<file path="src/design/wct_pkg.sv">
//------------------------------------------------------------------------------
// wct_pkg
// Shared types and codes for the warp criticality tracker.
//------------------------------------------------------------------------------
package wct_pkg;

    typedef enum logic [1:0] {
        OP_DECODE = 2'd0,
        OP_COMMIT = 2'd1,
        OP_ISSUE  = 2'd2,
        OP_SPAWN  = 2'd3
    } op_t;

    typedef struct packed {
        logic [1:0]  op;
        logic [3:0]  warp;
        logic [7:0]  pending_delta;
        logic        divergent;
        logic [1:0]  slot;
        logic        issued_valid;
        logic [1:0]  issued_lane;
        logic [47:0] now_cycle;
    } req_t;

    typedef struct packed {
        logic [3:0]  score_warp;
        logic [63:0] score;
        logic        last;
    } rsp_t;

    localparam logic [31:0] MAX32 = 32'hFFFF_FFFF;
    localparam logic [63:0] MAX64 = 64'hFFFF_FFFF_FFFF_FFFF;

endpackage

</file>
<file path="src/design/wct_div.sv">
//------------------------------------------------------------------------------
// wct_div
// Radix-2 restoring divider: 49-bit dividend by 32-bit divisor, one quotient
// bit per cycle.
//------------------------------------------------------------------------------
module wct_div
    import wct_pkg::*;
(
    input  logic        aclk,
    input  logic        aresetn,
    input  logic        start,
    input  logic [48:0] dividend,
    input  logic [31:0] divisor,
    output logic        done,
    output logic [48:0] quotient
);

    logic [5:0]  cnt_reg;
    logic        busy_reg;
    logic [32:0] rem_reg;
    logic [48:0] quo_reg;
    logic [31:0] dsr_reg;
    logic [32:0] trial;
    logic [32:0] shifted;

    // shift in next dividend bit, try subtract
    assign shifted = {rem_reg[31:0], quo_reg[48]};
    assign trial   = shifted - {1'b0, dsr_reg};

    always_ff @(posedge aclk) begin
        if (!aresetn) begin
            busy_reg <= 1'b0;
            cnt_reg  <= '0;
            done     <= 1'b0;
        end else begin
            done <= 1'b0;
            if (start) begin
                busy_reg <= 1'b1;
                cnt_reg  <= 6'd0;
                rem_reg  <= '0;
                quo_reg  <= dividend;
                dsr_reg  <= divisor;
            end else if (busy_reg) begin
                if (!trial[32]) begin
                    rem_reg <= trial;
                    quo_reg <= {quo_reg[47:0], 1'b1};
                end else begin
                    rem_reg <= shifted;
                    quo_reg <= {quo_reg[47:0], 1'b0};
                end
                cnt_reg <= cnt_reg + 6'd1;
                if (cnt_reg == 6'd48) begin
                    busy_reg <= 1'b0;
                    done     <= 1'b1;
                end
            end
        end
    end

    assign quotient = quo_reg;

endmodule

</file>
<file path="config.mk">
export PLATFORM = sky130hd
export DESIGN_NAME = wct_div
export DESIGN_NICKNAME = d
export VERILOG_FILES = /design/src/design/wct_pkg.sv /design/src/design/wct_div.sv
export SDC_FILE = /design/constraint.sdc
export NUM_CORES = 1
export LEC_CHECK = 0
export ABC_CLOCK_PERIOD_IN_PS = 5550
export BUFFER_PORTS_ARGS = -buffer_cell sky130_fd_sc_hd__buf_2
export CAP_MARGIN = 20
export CORE_ASPECT_RATIO = 0.5
export CORE_MARGIN = 1
export CORE_UTILIZATION = 60
export CTS_BUF_LIST = sky130_fd_sc_hd__clkbuf_16
export CTS_CLUSTER_DIAMETER = 60
export CTS_CLUSTER_SIZE = 30
export DETAILED_ROUTE_END_ITERATION = 8
export PLACE_DENSITY = 0.86
export SLEW_MARGIN = 20
export SYNTH_ARGS = -nofsm -noshare
export SYNTH_HDL_FRONTEND = slang
export SYNTH_SLANG_ARGS = --single-unit
</file>
<file path="constraint.sdc">
create_clock -name aclk -period 5.55 [get_ports aclk]
set_input_delay 1.11 -clock aclk [delete_from_list [all_inputs] [get_ports aclk]]
set_output_delay 1.11 -clock aclk [all_outputs]
set_load 0.01 [all_outputs]
</file>
==> results of run 1 <==
## final cells by class
class	count	area (µm²)	share of cell area, %
clock inverters	15	163	2.03
well taps	140	175	2.19
repair buffers	137	721	9.00
inverters	47	176	2.20
multi-input cells	353	2790	34.9
flip-flops and latches	121	3550	44.4
clock buffers	17	425	5.31
## through the flow
step	instance area [µm²]	setup WS, ps
after global placement	7400	1640
after CTS	7980	1440
after floorplan	6600	1820
after global routing	8000	1210
after detailed placement	7400	1500
final	8000	1450
## tightest hold or removal path: cells and delay by family, from the launching register on
family	cells	cell delay [ps]
flip-flops	1	320
AO/OA/AOI/OAI	2	130
## cell usage after synthesis (all sizes together) (2+ instances only)
library cell / n
nand2b: 3
o21a: 5
o31ai: 2
xor2: 8
nand4: 6
nand3: 2
o21bai: 6
and2: 2
and3: 3
xnor2: 24
a21o: 9
a31oi: 6
a211oi: 3
buf: 7
o211ai: 4
nand2: 20
or3: 2
a21oi: 36
nor2b: 2
a21boi: 3
o21ai: 22
o31a: 3
o311ai: 2
clkbuf: 9
inv: 47
edfxtp: 113
nor2: 52
nor3: 5
mux2i: 28
mux2: 52
dfxtp: 8
ha: 34
## per-layer routing
| metal | share of wire, % | GRT usage, % |
|---|---|---|
| met3 | 6.9 | 7.90 |
| met5 | 0.073 | 0 |
| met4 | 0.71 | 7.37 |
| met1 | 43 | 32.8 |
| met2 | 49 | 41.8 |
## worst min-delay path by stage
stage	startpoint	to	slack (ps)	cells past startpoint
2_1_floorplan	cnt_reg[5]$_SDFFE_PP0P_	cnt_reg[5]$_SDFFE_PP0P_	460	2
3_3_place_gp	cnt_reg[5]$_SDFFE_PP0P_	cnt_reg[5]$_SDFFE_PP0P_	470	2
3_5_place_dp	cnt_reg[5]$_SDFFE_PP0P_	cnt_reg[5]$_SDFFE_PP0P_	480	2
4_1_cts	cnt_reg[5]$_SDFFE_PP0P_	cnt_reg[5]$_SDFFE_PP0P_	500	2
5_1_grt	cnt_reg[5]$_SDFFE_PP0P_	cnt_reg[5]$_SDFFE_PP0P_	530	2
6_report	cnt_reg[5]$_SDFFE_PP0P_	cnt_reg[5]$_SDFFE_PP0P_	510	2
## kinds of logic after synthesis
group / count (synthesis)
and+or+nand+nor: 99
DFF: 121
muxes: 80
adders and majority gates: 35
xor gates and xnor gates: 32
AOI/OAI and AO/OA: 107
buffers and inverters: 63
## power by group through the flow
| stage | registers (µW) | logic (µW) | clock network (µW) |
|---|---|---|---|
| floorplan | 1160 | 520 | 0 |
| global placement | 1150 | 655 | 0 |
| detailed placement | 1150 | 679 | 0 |
| CTS | 1140 | 687 | 1120 |
| global route | 1140 | 761 | 1170 |
| finish | 1140 | 691 | 1110 |
==> metrics.csv, run 1 <==
metric;value;unit
crit_path_start;quotient[48]$_DFFE_PP_;
synthToLayoutAreaGrowth;21.3;%
hold_ws;509;ps
ys_seq_elements;121;
grt_first_pass_wirelength;22600;µm
fin_crit_sh;73.8;%
power.total;2940;µW
synth_compound_area_share;11.4;%
endpoint;rem_reg[0]$_SDFFCE_PP0P_;
initial_core_util;63.2;%
dp_hpwl;9130;µm
die_x;150;µm
diodes;0;
die-area;11400;µm²
p_per_area;367;nW/µm²
ctsRootBufferMaster;clkbuf_16;
rows;26;
clk_latency;410;ps
critical_path_peak_fanout;24;
synth_edf_count;113;
synth.mux.area_fraction;13.1;%
grt_max_degree;83;
relSlewSlack;41.6;%
synth_adder_area_share;6.75;%
power_switching;855;µW
p_int;2080;µW
drt_first_pass_iters;5;
synth.distinct_cells;55;
num_io_pins;134;
required;5820;ps
fin_tns_setup;0;ps
critPathBufInv;2;
cts_buffers;17;
async_flop_share;0;%
seqPwrFrac;38.6;%
cts_tree;done;
fillers;684;
wl;13700;µm
grt_pass1_vias;4739;
hold_viol;0;
fin_skew;7.90;ps
fmaxAchievable;0.244;GHz
ys_seq_area_share;53.9;%
reg2reg_slack;1450;ps
reg2reg_depth;14;
endpoint_kind;register;
path_depth;14;
worstReg2RegStart;quotient[48]$_DFFE_PP_;
viasPerCell;5.61;
place_congestion;0.870;
ctsHoldBuffers;0;
final_antenna_net_count;0;
final_common_cell;buf_2;
fin_cells;830;
layout_min_cycle_time;4100;ps
synthCells;537;
combPwrFrac;23.5;%
synth-xor-area-share;4.25;%
drv_cap;0;
synth_area_leaders;edfxtp_1 (51%), mux2_2 (8.9%), ha_1 (6.4%), mux2i_1 (4.2%), xnor2_1 (3.2%);
avgSynthCellArea;12.3;µm²
antenna_found_initial;1;
holdCritPathClass;reg -> reg;
clk_pin_slew;60;ps
core_area;10400;µm²
grt-ovfl-total;0;
port_buffers;133;
critPathTopFamily;compound AO/OA/AOI/OAI gates;
grt_usage;25.6;%
ir_drop;0.249;mV
crit_path_start_kind;register;
largest_reg_flops;49;
synth_top_family_by_area;multiplexers;
crit_chain;inv_1 > ha_1 > fa_1 > and2b_1 > o31ai_4 > a31oi_4 > o41ai_2 > o21ai_2 > a21boi_2 > o31a_4 > o311ai_4 > buf_12 > mux2_2 > nor2_1;
cp_slowest_cell;o311ai_4;
p_leak;0.00342;µW
drc;0;
dieHeight;76.2;µm
critical_path_arrival;4360;ps
syn_area;6600;µm²
clock_power_share;37.8;%
dp_cells;797;
synthSimpleGateAreaFrac;6.68;%
slew_viol_final;0;
synth_top_flop_cell;edfxtp_1;
setup_viol;0;
wl_per_cell;16.5;µm
vias;4656;
drive_above_1_share;34.1;%
worstSetupPathType;reg -> reg;
synth_nets;656;
final_util;76.6;%
drt-initial-drc-count;257;
yosysTopAreaCell;edfxtp_1;
cts.sinks;121;
ys_warn_count;0;
switching_share;29.1;%
ctsLongestPathBuffers;2;
post_cts_buffers;0;
worst_slew_pin_slew;873;ps
crit_path_max_incr_delay;780;ps
status;completed;
htree_levels;4;
fin_nets;796;
layout_common_cells;buf_2 (133), edfxtp_1 (113), mux2_2 (52);
cts_resized;0;
r2r-end;rem_reg[0]$_SDFFCE_PP0P_;
grt_setup_unrepaired;false;
synth.top_cell.area_share;51.4;%
(Power assumes the default switching activity.)
==> run 2: changes to the inputs <==
ABC_CLOCK_PERIOD_IN_PS = 3400   (was 5550)
CORE_UTILIZATION = 50   (was 60)
PLACE_DENSITY = 0.77   (was 0.86)
clock period = 3.4 ns   (was 5.55 ns; I/O delays follow)
==> run 2 against run 1 <==
  * Sequential power up 62%
  * Flip-flop and latch count unchanged
  * First-iteration DRC count grew 24%
  * Largest cell class unchanged
  * Register-to-register slack worse by 1500 ps
  * Critical endpoint is now rem_reg[23]$_SDFFCE_PP0P_
  * Hold slack worse by 70 ps
  * Largest power group is now clock
  * Highest routed layer is now met4
  * Clock power is 77% higher
  * The flow now finishes with violations (negative setup slack)
  * Clock skew rose by 3.0 ps
  * Setup slack lost 1500 ps
==> metrics.csv, run 2 (synthesis results as in run 1) <==
metric;value;unit;change
status;complete, but fails checks;;
violations;negative setup slack;;
viasPerCell;5.36;;-4.5%
drt-initial-drc-count;319;;+24%
grt-busiest-layer;met2;;
drt_first_pass_iters;4;;-1
clock_power_share;37.8;%;about the same
design_area;8450;µm²;+5.6%
grt-ovfl-total;0;;unchanged
final_antenna_net_count;0;;unchanged
p_per_area;614;nW/µm²;+67%
synthToLayoutAreaGrowth;28.1;%;
placed_area;7510;µm²;+1.6%
crit_path_start_kind;register;;
fin_cells;888;;+7.0%
critical_path_arrival;3630;ps;-730 ps
grt_max_degree;54;;-35%
final_common_cell;buf_2;;
drive_above_1_share;37.8;%;+3.7 points
fin_tns_setup;-773;ps;-773 ps
worst_slew_pin_slew;529;ps;-345 ps
pre_cts_ws;-51.5;ps;-1550 ps
drv_cap;0;;unchanged
gr-usage-met3;5.84;%;-2.1 points
power_switching;1470;µW;+72%
die_x;164;µm;+9.4%
clk_latency;420;ps;about the same
core_area;12800;µm²;+22%
regArea;3550;µm²;unchanged
ctsLongestPathBuffers;2;;unchanged
cts_buffers;17;;unchanged
htree_levels;4;;unchanged
ctsRootBufferMaster;clkbuf_16;;
setup_viol;21;;+21
switching_share;28.3;%;-0.80 points
grt_setup_unrepaired;true;;
wl;14300;µm;+4.5%
grtUsageMet1;27.8;%;-5.0 points
ir_drop;0.412;mV;+65%
grt_first_pass_wirelength;23500;µm;+4.2%
multi_input_area;2870;µm²;+2.9%
largest_reg_flops;49;;unchanged
dp_hpwl;9190;µm;+0.67%
antenna_found_initial;1;;unchanged
port_buffers;133;;unchanged
place_congestion;0.866;;-0.52%
fillers;986;;+44%
vias;4758;;+2.2%
required;3550;ps;-2270 ps
cts_tree;done;;
relSlewSlack;64.8;%;+23 points
hold_ws;440;ps;-69.7 ps
hold_viol;0;;unchanged
fin_ws;-78.6;ps;-1530 ps
p_int;3720;µW;+79%
fin_nets;823;;+3.4%
die-area;13700;µm²;+20%
layout_min_cycle_time;3480;ps;-617 ps
fin_skew;10.9;ps;+3.01 ps
fin_crit_sh;102;%;+29 points
grt_use_met2;36.9;%;-4.9 points
worstSetupPathType;reg -> reg;;
cts.sinks;121;;unchanged
p_leak;0.00362;µW;+6.0%
ctsHoldBuffers;0;;unchanged
dp_cells;834;;+4.6%
wl_per_cell;16.1;µm;-2.3%
clk_pin_slew;60;ps;about the same
combPwrFrac;26.5;%;+3.0 points
grt_pass1_vias;4958;;+4.6%
seqPwrFrac;35.7;%;-2.9 points
holdCritPathClass;in -> reg;;
slew_viol_final;0;;unchanged
num_io_pins;134;;unchanged
endpoint_kind;register;;
grt_usage;22.2;%;-3.4 points
critical_path_peak_fanout;4;;-83%
dieHeight;83.2;µm;+9.3%
initial_core_util;51.7;%;-12 points
rows;29;;+12%
fmaxAchievable;0.287;GHz;+18%
layout_common_cells;buf_2 (133), edfxtp_1 (113), nor2_1 (51);;
drc;0;;unchanged
==> run 2: cell types whose count changed in the layout (fill, tap and decap cells not counted), sizes merged <==
cell,before,now
buf,137,164
bufinv,2,4
clkinvlp,3,1
clkinv,3,4
diode,0,1
inv,54,53
==> run 2: final timing paths <==
kind	startpoint	endpoint	slack (ps)	depth (start not counted)
max	quotient[48]$_DFFE_PP_	rem_reg[23]$_SDFFCE_PP0P_	-80	17
min	divisor[6]	dsr_reg[6]$_DFFE_PP_	440	1
max reg2reg	quotient[48]$_DFFE_PP_	rem_reg[23]$_SDFFCE_PP0P_	-80	17
min reg2reg	cnt_reg[5]$_SDFFE_PP0P_	cnt_reg[5]$_SDFFE_PP0P_	540	2
==> run 2: metrics by stage <==
step                utilization, %  power, µW
floorplan                        -       2730
global placement              58.8       2990
detailed placement            58.8       3020
CTS                           65.7       5160
global route                  66.1       5420
finish                        66.2       5190
==> run 2: power by group through the flow <==
stage	clock network, µW	logic [µW]	registers [µW]
floorplan	0	848	1890
global placement	0	1110	1880
detailed placement	0	1140	1880
CTS	1990	1320	1850
global route	2050	1500	1870
finish	1960	1380	1850
==> run 2: cell type report <==
cell class	instances	area share [%]
flip-flops and latches	121	42.0
multi-input cells	353	34.0
repair buffers	164	11.8
clock buffers	17	5.03
well taps	170	2.52
clock inverters	15	2.50
inverters	47	2.09
diodes	1	0.0296
==> run 2: repair_timing <==
action	4_1_cts	5_1_grt
resized for setup	19	13
pin swaps	9	9
buffers inserted	18	5
setup endpoints to repair	30	33
gates cloned	0	0
==> run 2: worst max-delay path, cell delays in order (launching register included) <==
cell	delay, ps
edfxtp_1	420
inv_2	110
ha_4	150
fa_2	190
and2b_2	240
o31ai_4	250
a31oi_4	140
o41ai_4	400
o21ai_2	110
a21boi_2	200
buf_4	160
o311ai_4	90
o311ai_4	100
buf_6	170
buf_12	110
buf_8	110
mux2i_1	200
nor2_1	50
==> run 2: layer usage <==
| layer | part of all wire (%) | wire [µm] |
|---|---|---|
| met5 | 0 | 0 |
| met3 | 5.9 | 842 |
| met4 | 1.3 | 184 |
| met1 | 44 | 6280 |
| met2 | 49 | 6990 |
==> run 3: changes to the inputs <==
SKIP_CTS_REPAIR_TIMING = 1   (was default)
==> run 3 against run 2 <==
  * The run still ends with negative setup slack left
  * Sequential share of layout area is 0.41 points higher
  * Final cell count is 0.90% lower
  * Wire length is 1.9% lower
  * First-iteration DRC count is 23% lower
  * Die area stayed put
  * Non-clock buffer count is 8 lower
  * Cell area is 0.96% lower
  * Total power is 1.1% lower
  * Maximum frequency is 0.78% higher
  * Combinational power is 5% lower
  * Hold slack worse by 1.1 ps
  * Highest routed layer unchanged
==> metrics.csv, run 3 (synthesis results as in run 1) <==
metric;value;unit;change
status;complete, but fails checks;;
violations;negative setup slack;;
grt_pass1_vias;4815;;-2.9%
synthToLayoutAreaGrowth;26.9;%;
endpoint_kind;register;;
grt_max_degree;54;;unchanged
placed_area;7510;µm²;unchanged
dp_hpwl;9190;µm;unchanged
grt_setup_unrepaired;true;;
required;3670;ps;+120 ps
ir_drop;0.418;mV;+1.6%
setup_viol;8;;-62%
worst_slew_pin_slew;535;ps;+6.50 ps
fin_cells;880;;-0.90%
antenna_found_initial;1;;unchanged
fin_ws;-51.6;ps;+27.0 ps
layout_common_cells;buf_2 (133), edfxtp_1 (113), mux2_2 (51);;
layout_min_cycle_time;3450;ps;-27.0 ps
final_common_cell;buf_2;;
final_antenna_net_count;0;;unchanged
wl;14000;µm;-1.9%
critPathTopFamily;compound AO/OA/AOI/OAI gates;;
dieHeight;83.2;µm;unchanged
holdCritPathClass;in -> reg;;
die_x;164;µm;unchanged
grt_usage;20.8;%;-1.4 points
drt-initial-drc-count;246;;-23%
worstSetupPathType;reg -> reg;;
fin_skew;9.79;ps;-1.12 ps
cts_buffers;17;;unchanged
critical_path_peak_fanout;8;;+4
die-area;13700;µm²;unchanged
core_area;12800;µm²;unchanged
viasPerCell;5.30;;-1.1%
clk_latency;410;ps;about the same
place_congestion;0.866;;unchanged
htree_levels;4;;unchanged
fin_nets;815;;-0.97%
crit_chain;ha_4 > fa_2 > and2b_2 > o31ai_4 > a31oi_4 > o41ai_4 > o21ai_2 > a21boi_2 > o31a_4 > o311ai_4 > buf_6 > buf_12 > mux2_2 > nor2_2;;
fillers;979;;-0.71%
p_per_area;614;nW/µm²;-0.13%
p_leak;0.00357;µW;-1.4%
wl_per_cell;15.9;µm;-0.97%
largest_reg_flops;49;;unchanged
multi_input_area;2840;µm²;-0.92%
critical_path_arrival;3720;ps;+90 ps
critPathBufInv;2;;-3
rows;29;;unchanged
num_io_pins;134;;unchanged
grt_first_pass_wirelength;22200;µm;-5.7%
clk_pin_slew;60;ps;about the same
cts.sinks;121;;unchanged
slew_viol_final;0;;unchanged
ctsLongestPathBuffers;2;;unchanged
grt-ovfl-total;0;;unchanged
dp_cells;834;;unchanged
crit_path_max_incr_delay;440;ps;+20 ps
fin_crit_sh;102;%;-0.80 points
relSlewSlack;64.3;%;-0.43 points
vias;4665;;-2.0%
drc;0;;unchanged
crit_path_start_kind;register;;
drt_first_pass_iters;5;;+1
cp_slowest_cell;edfxtp_1;;
hold_viol;0;;unchanged
fmaxAchievable;0.290;GHz;+0.78%
cts_tree;done;;
initial_core_util;51.7;%;unchanged
ctsRootBufferMaster;clkbuf_16;;
regArea;3550;µm²;unchanged
design_area;8370;µm²;-0.96%
drive_above_1_share;37.0;%;-0.84 points
port_buffers;133;;unchanged
drv_cap;0;;unchanged
-- run 3: cell type report --
| class | instances | share of cell area, % |
|---|---|---|
| tap | 170 | 2.54 |
| inverter | 47 | 2.11 |
| clock buffer | 17 | 5.08 |
| timing repair buffer | 156 | 11.3 |
| multi-input combinational | 353 | 34.0 |
| antenna | 1 | 0.0299 |
| sequential | 121 | 42.5 |
| clock inverter | 15 | 2.53 |
-- run 3: power by group --
group	total (µW)	internal (µW)	leakage, µW	switching [µW]
clock network	1970	1240	0.000310	726
registers	1850	1790	0.00115	61.1
logic	1310	653	0.00211	661
total	5140	3690	0.00357	1450
-- run 3: path summary, 6_finish.rpt --
kind                                               from                       end  slack, ps  cells past startpoint
worst max-delay path               dsr_reg[0]$_DFFE_PP_  rem_reg[1]$_SDFFCE_PP0P_        -50                     14
worst min-delay path                         divisor[6]      dsr_reg[6]$_DFFE_PP_        440                      1
worst max register to register     dsr_reg[0]$_DFFE_PP_  rem_reg[1]$_SDFFCE_PP0P_        -50                     14
worst min register to register  cnt_reg[5]$_SDFFE_PP0P_   cnt_reg[5]$_SDFFE_PP0P_        540                      2
-- run 3: routing by layer --
layer / global-route usage (%) / up-vias / wire length (µm)
met2: 34.4 / 139 / 6730
met5: 0 / - / 0
met3: 5.59 / 17 / 787
met1: 26.3 / 2219 / 6350
met4: 6.92 / 0 / 163
li1: - / 2290 / -
-- run 3: per-stage QoR --
step           setup slack (ps)  total power (µW)  hold slack (ps)  setup TNS, ps  utilization, %
5_1_grt                    -181              5360              428          -3470            65.5
2_1_floorplan              31.9              2730              458              0               -
3_3_place_gp               82.2              2990              470              0            58.8
6_report                  -51.6              5140              438           -154            65.5
3_5_place_dp              -51.5              3020              499           -255            58.8
4_1_cts                    -101              5000              423          -1350            63.8
